## src/sv/fcs_pkg.sv

```systemverilog
package fcs_pkg;

  localparam int STACK_DEPTH = 8;
  localparam int ADDR_W = (STACK_DEPTH > 1) ? $clog2(STACK_DEPTH) : 1;
  localparam int CNT_W = $clog2(STACK_DEPTH + 1);
  localparam logic [CNT_W-1:0] DEPTH_CNT = CNT_W'(STACK_DEPTH);

  localparam int KIND_W = 2;
  localparam int CHAR_W = 8;
  localparam int STATUS_W = 3;
  localparam int FIELD_CNT_W = 4;

  typedef enum logic [KIND_W-1:0] {
    K_PUSH  = 2'd0,
    K_POP   = 2'd1,
    K_COUNT = 2'd2
  } kind_t;

  typedef enum logic [STATUS_W-1:0] {
    ST_OK        = 3'd0,
    ST_OVERFLOW  = 3'd1,
    ST_UNDERFLOW = 3'd2,
    ST_NOTLETTER = 3'd3,
    ST_REPEAT    = 3'd4
  } status_t;

  typedef struct packed {
    logic              we;
    logic [ADDR_W-1:0] waddr;
    logic [CHAR_W-1:0] wdata;
    logic [ADDR_W-1:0] raddr;
  } mem_req_t;

  function automatic logic is_letter(input logic [CHAR_W-1:0] b);
    return ((b >= 8'h41) && (b <= 8'h5A)) || ((b >= 8'h61) && (b <= 8'h7A));
  endfunction

endpackage

```

## src/sv/fcs_mem.sv

```systemverilog
module fcs_mem
  import fcs_pkg::*;
(
  input  logic              clk,
  input  mem_req_t          req,
  output logic [CHAR_W-1:0] rd_data
);

  logic [CHAR_W-1:0] mem [STACK_DEPTH];
  logic [CHAR_W-1:0] rd_data_r;

  always_ff @(posedge clk) begin
    if (req.we) begin
      mem[req.waddr] <= req.wdata;
    end
    rd_data_r <= mem[req.raddr];
  end

  assign rd_data = rd_data_r;

endmodule

```

## src/sv/filtered_char_stack_unit.sv

```systemverilog
// Channel    Ports                                                   Handshake
// request    in_kind, in_char_value                                  start & !busy
// result     out_status, out_popped_char, out_match_count,           out_strobe, one cycle
//            out_fill_level
//
// One request is worked on at a time; busy is high until its result is produced.
// A refused push, a request on an empty stack and the unused kind give their
// result in the cycle after acceptance, as does a push onto an empty stack.
// Other pushes and pops pass through S_PUSH or S_POP before their result, because
// the top entry comes from the single registered read port of the entry memory.
// A count sweeps that read port over the occupied entries in S_COUNT.
// Reset clears only state, occupancy and strobe; entries stay undefined until written.
// The result is held for exactly one cycle and the receiver cannot stall it.
module filtered_char_stack_unit
  import fcs_pkg::*;
(
  input  logic                   clk,
  input  logic                   rst_n,
  input  logic                   start,
  output logic                   busy,
  input  logic [KIND_W-1:0]      in_kind,
  input  logic [CHAR_W-1:0]      in_char_value,
  output logic                   out_strobe,
  output logic [STATUS_W-1:0]    out_status,
  output logic [CHAR_W-1:0]      out_popped_char,
  output logic [FIELD_CNT_W-1:0] out_match_count,
  output logic [FIELD_CNT_W-1:0] out_fill_level
);

  typedef enum logic [3:0] {
    S_IDLE  = 4'b0001,
    S_PUSH  = 4'b0010,
    S_POP   = 4'b0100,
    S_COUNT = 4'b1000
  } state_t;

  state_t                 state_r, state_nxt;
  logic [CNT_W-1:0]       occ_r, occ_nxt;
  logic [CNT_W-1:0]       idx_r, idx_nxt;
  logic [CNT_W-1:0]       cnt_r, cnt_nxt;
  logic [CHAR_W-1:0]      char_r, char_nxt;
  logic                   strobe_r, strobe_nxt;
  status_t                status_r, status_nxt;
  logic [CHAR_W-1:0]      popped_r, popped_nxt;
  logic [FIELD_CNT_W-1:0] match_r, match_nxt;
  logic [FIELD_CNT_W-1:0] fill_r, fill_nxt;

  mem_req_t               mreq;
  logic [CHAR_W-1:0]      rd_data;
  logic [CNT_W-1:0]       occ_dec;
  logic [CNT_W-1:0]       cnt_sum;
  logic                   accept;

  fcs_mem u_mem (
    .clk     (clk),
    .req     (mreq),
    .rd_data (rd_data)
  );

  assign accept  = start && (state_r == S_IDLE);
  assign occ_dec = occ_r - 1'b1;
  assign cnt_sum = cnt_r + CNT_W'(rd_data == char_r);

  always_comb begin
    state_nxt  = state_r;
    occ_nxt    = occ_r;
    idx_nxt    = idx_r;
    cnt_nxt    = cnt_r;
    char_nxt   = char_r;
    strobe_nxt = 1'b0;
    status_nxt = ST_OK;
    popped_nxt = '0;
    match_nxt  = '0;
    mreq.we    = 1'b0;
    mreq.waddr = occ_r[ADDR_W-1:0];
    mreq.wdata = char_r;
    mreq.raddr = occ_dec[ADDR_W-1:0];
    case (state_r)
      S_IDLE: begin
        if (accept) begin
          char_nxt = in_char_value;
          case (in_kind)
            K_PUSH: begin
              if (occ_r == DEPTH_CNT) begin
                strobe_nxt = 1'b1;
                status_nxt = ST_OVERFLOW;
              end else if (!is_letter(in_char_value)) begin
                strobe_nxt = 1'b1;
                status_nxt = ST_NOTLETTER;
              end else if (occ_r == '0) begin
                mreq.we    = 1'b1;
                mreq.wdata = in_char_value;
                occ_nxt    = occ_r + 1'b1;
                strobe_nxt = 1'b1;
              end else begin
                state_nxt = S_PUSH;
              end
            end
            K_POP: begin
              if (occ_r == '0) begin
                strobe_nxt = 1'b1;
                status_nxt = ST_UNDERFLOW;
              end else begin
                state_nxt = S_POP;
              end
            end
            K_COUNT: begin
              if (occ_r == '0) begin
                strobe_nxt = 1'b1;
                status_nxt = ST_UNDERFLOW;
              end else begin
                mreq.raddr = '0;
                idx_nxt    = CNT_W'(1);
                cnt_nxt    = '0;
                state_nxt  = S_COUNT;
              end
            end
            default: begin
              strobe_nxt = 1'b1;
            end
          endcase
        end
      end
      S_PUSH: begin
        strobe_nxt = 1'b1;
        state_nxt  = S_IDLE;
        if (rd_data == char_r) begin
          status_nxt = ST_REPEAT;
        end else begin
          mreq.we = 1'b1;
          occ_nxt = occ_r + 1'b1;
        end
      end
      S_POP: begin
        strobe_nxt = 1'b1;
        popped_nxt = rd_data;
        occ_nxt    = occ_dec;
        state_nxt  = S_IDLE;
      end
      S_COUNT: begin
        cnt_nxt = cnt_sum;
        if (idx_r < occ_r) begin
          mreq.raddr = idx_r[ADDR_W-1:0];
          idx_nxt    = idx_r + 1'b1;
        end else begin
          strobe_nxt = 1'b1;
          match_nxt  = FIELD_CNT_W'(cnt_sum);
          state_nxt  = S_IDLE;
        end
      end
      default: begin
        state_nxt = S_IDLE;
      end
    endcase
    fill_nxt = FIELD_CNT_W'(occ_nxt);
  end

  always_ff @(posedge clk) begin
    if (!rst_n) begin
      state_r  <= S_IDLE;
      occ_r    <= '0;
      strobe_r <= 1'b0;
    end else begin
      state_r  <= state_nxt;
      occ_r    <= occ_nxt;
      strobe_r <= strobe_nxt;
    end
  end

  always_ff @(posedge clk) begin
    idx_r    <= idx_nxt;
    cnt_r    <= cnt_nxt;
    char_r   <= char_nxt;
    status_r <= status_nxt;
    popped_r <= popped_nxt;
    match_r  <= match_nxt;
    fill_r   <= fill_nxt;
  end

  assign busy            = (state_r != S_IDLE);
  assign out_strobe      = strobe_r;
  assign out_status      = status_r;
  assign out_popped_char = popped_r;
  assign out_match_count = match_r;
  assign out_fill_level  = fill_r;

  // The occupancy never exceeds the stack depth.
  a_occ_bound: assert property (@(posedge clk) disable iff (!rst_n)
    occ_r <= DEPTH_CNT)
    else $error("occupancy above stack depth");

  // An entry is written only into a free slot.
  a_write_free: assert property (@(posedge clk) disable iff (!rst_n)
    mreq.we |-> (occ_r < DEPTH_CNT))
    else $error("entry written on a full stack");

  // A pop on an empty stack reports underflow in the next cycle.
  a_pop_empty: assert property (@(posedge clk) disable iff (!rst_n)
    (accept && (in_kind == K_POP) && (occ_r == '0))
      |=> (out_strobe && (out_status == ST_UNDERFLOW)))
    else $error("pop on empty stack did not underflow");

  // A result is produced only when the unit returns to idle.
  a_strobe_idle: assert property (@(posedge clk) disable iff (!rst_n)
    strobe_nxt |-> (state_nxt == S_IDLE))
    else $error("result produced while request still in progress");

endmodule
```

## config.mk

```make
export PLATFORM = sky130hd
export DESIGN_NAME = filtered_char_stack_unit
export DESIGN_NICKNAME = d
export VERILOG_FILES = /design/src/sv/fcs_pkg.sv /design/src/sv/fcs_mem.sv /design/src/sv/filtered_char_stack_unit.sv
export SDC_FILE = /design/constraint.sdc
export NUM_CORES = 1
export LEC_CHECK = 0
export BUFFER_PORTS_ARGS = -buffer_cell sky130_fd_sc_hd__buf_2
export CAP_MARGIN = 20
export CORE_MARGIN = 2
export CORE_UTILIZATION = 44
export DETAILED_ROUTE_END_ITERATION = 12
export PLACE_DENSITY_LB_ADDON = 0.25
export SYNTH_ARGS = -nofsm -noshare
export SYNTH_HDL_FRONTEND = slang
export SYNTH_SLANG_ARGS = --single-unit
```

## constraint.sdc

```tcl
create_clock -name clk -period 3.21 [get_ports clk]
set_clock_uncertainty 0.1 [all_clocks]
set_input_delay 0.321 -clock clk [delete_from_list [all_inputs] [get_ports clk]]
set_output_delay 0.321 -clock clk [all_outputs]
set_load 0.01 [all_outputs]
```

Word level (Yosys, flattened, before mapping) --
Memories as Yosys holds them, arrays and structs flattened. A register that Yosys moved wholly into a read port is not among the register bits. Index checks and enable logic that the tools add are counted.
Word-level totals: output and inout port bits 21, input bits 13, register bits 44, logic and storage cells 112, RAM bits 64, memories kept 1
Memory list:
- u_mem.mem | words 8, width 8, read ports 1, clocked after memory_dff 1, wr ports 1, RTL line fcs_mem.sv:9 | logic [CHAR_W-1:0] mem [STACK_DEPTH];
Cells by class: bitwise gates (word level) 1, add/subtract/negate cells 4, order comparisons 5, reduce and logical (&&, ||, !) cells 14, multiplexer cells 57, equality and inequality tests 20
Operators by type and width (count):
- 2-to-1 mux 4 bit | 20
- 2-to-1 mux 8 bit | 5
- case mux 4 bit (2 select lines) | 3
- case mux 4 bit (3 select lines) | 2
- >= comparator 8 x 7 -> 1 bit (second input constant) | 2
- <= comparator 8 x 7 -> 1 bit (second input constant) | 2
- != test 3 bit (second input constant) | 5
- 2-to-1 mux 1 bit | 12
- 2-to-1 mux 3 bit | 4
- case mux 3 bit (2 select lines) | 2
- 2-to-1 mux 11 bit | 1
- adder 4 x 1 -> 4 bit (second input constant) | 2
- == test 4 bit (second input constant) | 2
- == test 8 bit | 1
- 2-to-1 mux 2 bit | 4
- != test 2 bit (second input constant) | 4
- != test 4 x 1 -> 1 bit (second input constant) | 2
- AND reduction 8 bit | 1
- OR reduction 2 bit | 3
- AND reduction 5 bit | 1
- adder 4 x 1 -> 4 bit | 1
- == test 4 x 1 -> 1 bit (second input constant) | 1
- == test 4 x 2 -> 1 bit (second input constant) | 1
- == test 4 x 3 -> 1 bit (second input constant) | 1
- 16 further kinds | 19

Longest topological paths before layout --
depth after elaboration 10, depth in mapped cells 14, gate-level depth less buffers 11

By module --
A second synthesis with hierarchy kept.
Second synthesis, totals: cells, all modules 332, area total of the unflattened synthesis 4986.0 um^2
By module, submodules not included:
- fcs_mem | seq. area each 2082.0 um^2, cells each 114, instances 1, area each 2691.3 um^2
- filtered_char_stack_unit | seq. area each 1041.0 um^2, cells each 218, instances 1, area each 2294.7 um^2

Worst setup path after synthesis --
Ideal clock, no wire load.
path kind flip-flop to flip-flop, start point reg occ_r[0], end point mem u_mem.mem[3][0] (enable), library setup time 0.395 ns, data arrival time 2.964 ns, stages on the path, launching flop included 11, required time 2.715 ns, setup slack -0.249 ns, period minus slack after synthesis 3.459 ns, buffers on the path 3, path through dfxtp_1 buf_2 inv_1 ha_1 nor2b_1 clkbuf_1 nand2_1 or4_1 buf_2 and2_4 nor4_1
On the way: cells in the longest elaborated chain, start to end 9, elaborated cells on any way between the ends 10, those cells by class eq/ne (1); mux (8); reduce/logical (1)
Ends and longest elaborated chain:
- start, declared | RTL line filtered_char_stack_unit.sv:38 | logic [CNT_W-1:0] occ_r, occ_nxt;
- start signal, assigned | RTL line filtered_char_stack_unit.sv:165 | occ_r <= occ_nxt;
- logical NOT 4 bit | RTL line filtered_char_stack_unit.sv:90 | end else if (occ_r == '0) begin
- 2-to-1 mux 1 bit | RTL line filtered_char_stack_unit.sv:90
- 2-to-1 mux 1 bit | RTL line filtered_char_stack_unit.sv:87 | end else if (!is_letter(in_char_value)) begin
- 2-to-1 mux 1 bit | RTL line filtered_char_stack_unit.sv:84 | if (occ_r == DEPTH_CNT) begin
- 2-to-1 mux 1 bit | RTL line filtered_char_stack_unit.sv:82 | case (in_kind)
- 2-to-1 mux 1 bit | RTL line filtered_char_stack_unit.sv:80 | if (accept) begin
- case mux 1 bit (2 select lines) | RTL line filtered_char_stack_unit.sv:78 | case (state_r)
- 2-to-1 mux 1 bit | RTL line fcs_mem.sv:13 | if (req.we) begin
- 2-to-1 mux 1 bit (implied by the code) | RTL line fcs_mem.sv:14 | mem[req.waddr] <= req.wdata;
- end, declared | RTL line fcs_mem.sv:9
Several ways; a longest one is shown, not always the timed one.

Final worst setup path --
start point reg occ_r[1], end point mem u_mem.mem[6][3] (enable)
Same word-level chain as after synthesis.

==> out/qor.yml <==
ant_nets: 0
worst_slew_pin_slew_ns: 0.5688
yosys_warnings: 0
hold_violations: 0
cts_tree: "built"
clock_latency_ns: 0.41
post-dp-hpwl_um: 8021
gp_congestion: 0.8249
post_cts_resized: 0
area_delta_synth_final_pct: 21.61
crit_arrival_ns: 2.90
cp-end-kind: "register"
layout_common_cells: "edfxtp_1 (80), mux2i_1 (44), dfxtp_1 (36)"
grt_first_pass_wirelength_um: 17460
ys_seq_area_frac: 0.6151
synth.net_count: 398
ir_worst_vdd_mv: 0.3800
fp.dieW_um: 111.4
p_leak_uw: 0.002454
num-nets-final: 466
relSlewSlack: 0.6208
num_antenna_cells: 0
min_path_type: "input port to register"
track_usage: 0.1878
dpl_cell_area_um2: 5564
setup_ws_ns: 0.3265
period_needed_ns: 2.884
viasPerCell: 5.388
synth_ff_type: "edfxtp_1"
die_area_um2: 12410
fmax_mhz: 346.8
synth_edf_count: 80
cts_buffers: 17
period_share: 0.8983
port_buffers: 33
postSynthCellCount: 371
wl_per_cell_um: 18.87
drt_iter0_drc: 262
final_cells: 595
max-cap-violations: 0
grt_setup_unrepaired: "no"
fp-row-count: 39
yosysUniqueCellTypes: 57
grt_max_degree: 17
final_common_cell: "edfxtp_1"
drive_gt1_frac: 0.2633
status: "finished clean"
grt_overflow_total: 0
cts.sinks: 116
finalMaxSlewViolations: 0
root_buffer: "clkbuf_16"
preCtsSetupSlack_ns: 0.1958
fp.coreArea_um2: 11320
required_ns: 3.23
crit_path_start_kind: "register"
synth.avg_cell_area_um2: 13.69
drc: 0
grt_pass1_vias: 3168
cts.htree.levels: 4
die_h_um: 111.4
ios: 34
cts.path.max_buffers: 2
setup_viol: 0
async_flop_share: 0
place_inst: 557
grt_antenna_before_repair: 0
crit_fanout: 6
dr.pass1.iters: 5
fin_area_um2: 6175
initial_core_util: 0.4485
vias: 3206
synth_area_um2: 5077
synth-seq-cells: 116
wl_um: 11230
crit_type: "register to register"
total_power_uw: 4736
p_per_area_nw_per_um2: 767.0
path_clk_slew_ns: 0.05
-- worst max-delay path, cell delays in order (launching register included) --
cell     delay, ns
dfxtp_1       0.35
inv_1         0.17
ha_1          0.27
nor2b_1       0.19
nand2_1       0.08
or4_1         0.54
and2_4        0.20
nor4_1        0.42
buf_4         0.26
-- path summary, 6_finish.rpt --
kind / start / to / slack [ns] / cells past startpoint
worst max-delay path: occ_r[1] / u_mem.mem[6][3] / 0.33 / 8
worst min-delay path: in_char_value[0] / char_r[0] / 0.04 / 1
worst max register to register: occ_r[1] / u_mem.mem[6][3] / 0.33 / 8
worst min register to register: u_mem.rd_data[0] / out_popped_char[0] / 0.39 / 1
-- report_power, final --
part / switching, uW / internal, uW
sequential: 116 / 1790
combinational: 612 / 507
clock: 630 / 1080
total: 1360 / 3380
-- timing repair --
action	CTS	global route
endpoints found under the hold margin	1	0
hold buffers	1	0
endpoints found under the setup margin	0	1
buffers inserted	0	5
-- sequential cells by signal, indices dropped and copies added, names as in the netlist --
signal	count
u_mem.mem	64
char_r	8
out_popped_char	8
u_mem.rd_data	8
cnt_r	4
idx_r	4
occ_r	4
out_fill_level	4
out_match_count	4
state_r	4
out_status	3
out_strobe	1
-- metal layers --
layer	up-vias	GRT usage	wire length, um
met5	-	0	0
met4	0	0.07984	237
met1	1565	0.2571	5466
met3	18	0.05008	388
met2	73	0.2841	5135
li1	1550	-	-
-- cells by family (layout without fill, tap and decap cells) --
group | Yosys count | after routing | synth area share
AOI/OAI and AO/OA | 48 | 48 | 0.06753
adders and majority gates | 14 | 14 | 0.03450
buffers and inverters | 25 | 106 | 0.02242
muxes | 58 | 58 | 0.1178
and+or+nand+nor | 97 | 97 | 0.1203
DFF | 116 | 116 | 0.6151
xor gates and xnor gates | 13 | 13 | 0.02242
-- synthesized netlist by cell type (3+ instances only) --
cell,instances,area (um2)
ha_1,14,175.2
inv_1,11,41.29
a31oi_1,3,18.77
nor2b_1,3,18.77
edfxtp_1,80,2402
dfxtp_1,36,720.7
nand3_1,6,30.03
mux2i_1,44,440.4
a21o_1,3,22.52
a21oi_1,8,40.04
mux2_2,14,157.7
and3_1,3,18.77
nand2b_1,5,31.28
and2_1,20,125.1
nor3_1,9,45.04
nor4_1,5,31.28
xnor2_1,11,96.34
nor3_2,4,40.04
nor2_1,11,41.29
o21ai_0,11,55.05
buf_2,10,50.05
nand4_1,6,37.54
nand2_1,9,33.78
-- layout make-up --
type                       count  area (um2)
multi-input combinational    230        1851
inverter                      11       41.29
tap                          143       178.9
sequential                   116        3123
fill                         950        5146
clock buffer                  23       499.2
timing repair buffer          63       430.4
clock inverter                 9       51.30
-- metrics by stage --
step                hold slack [ns]  utilization  TNS, ns
finish                      0.03689       0.5454        0
global route                0.01577       0.5454        0
floorplan                    0.3199            -   -6.353
global placement             0.3888       0.4915        0
detailed placement           0.3863       0.4915        0
CTS                         0.02168       0.5410        0
Note: power is estimated with default switching activity, not from simulation.
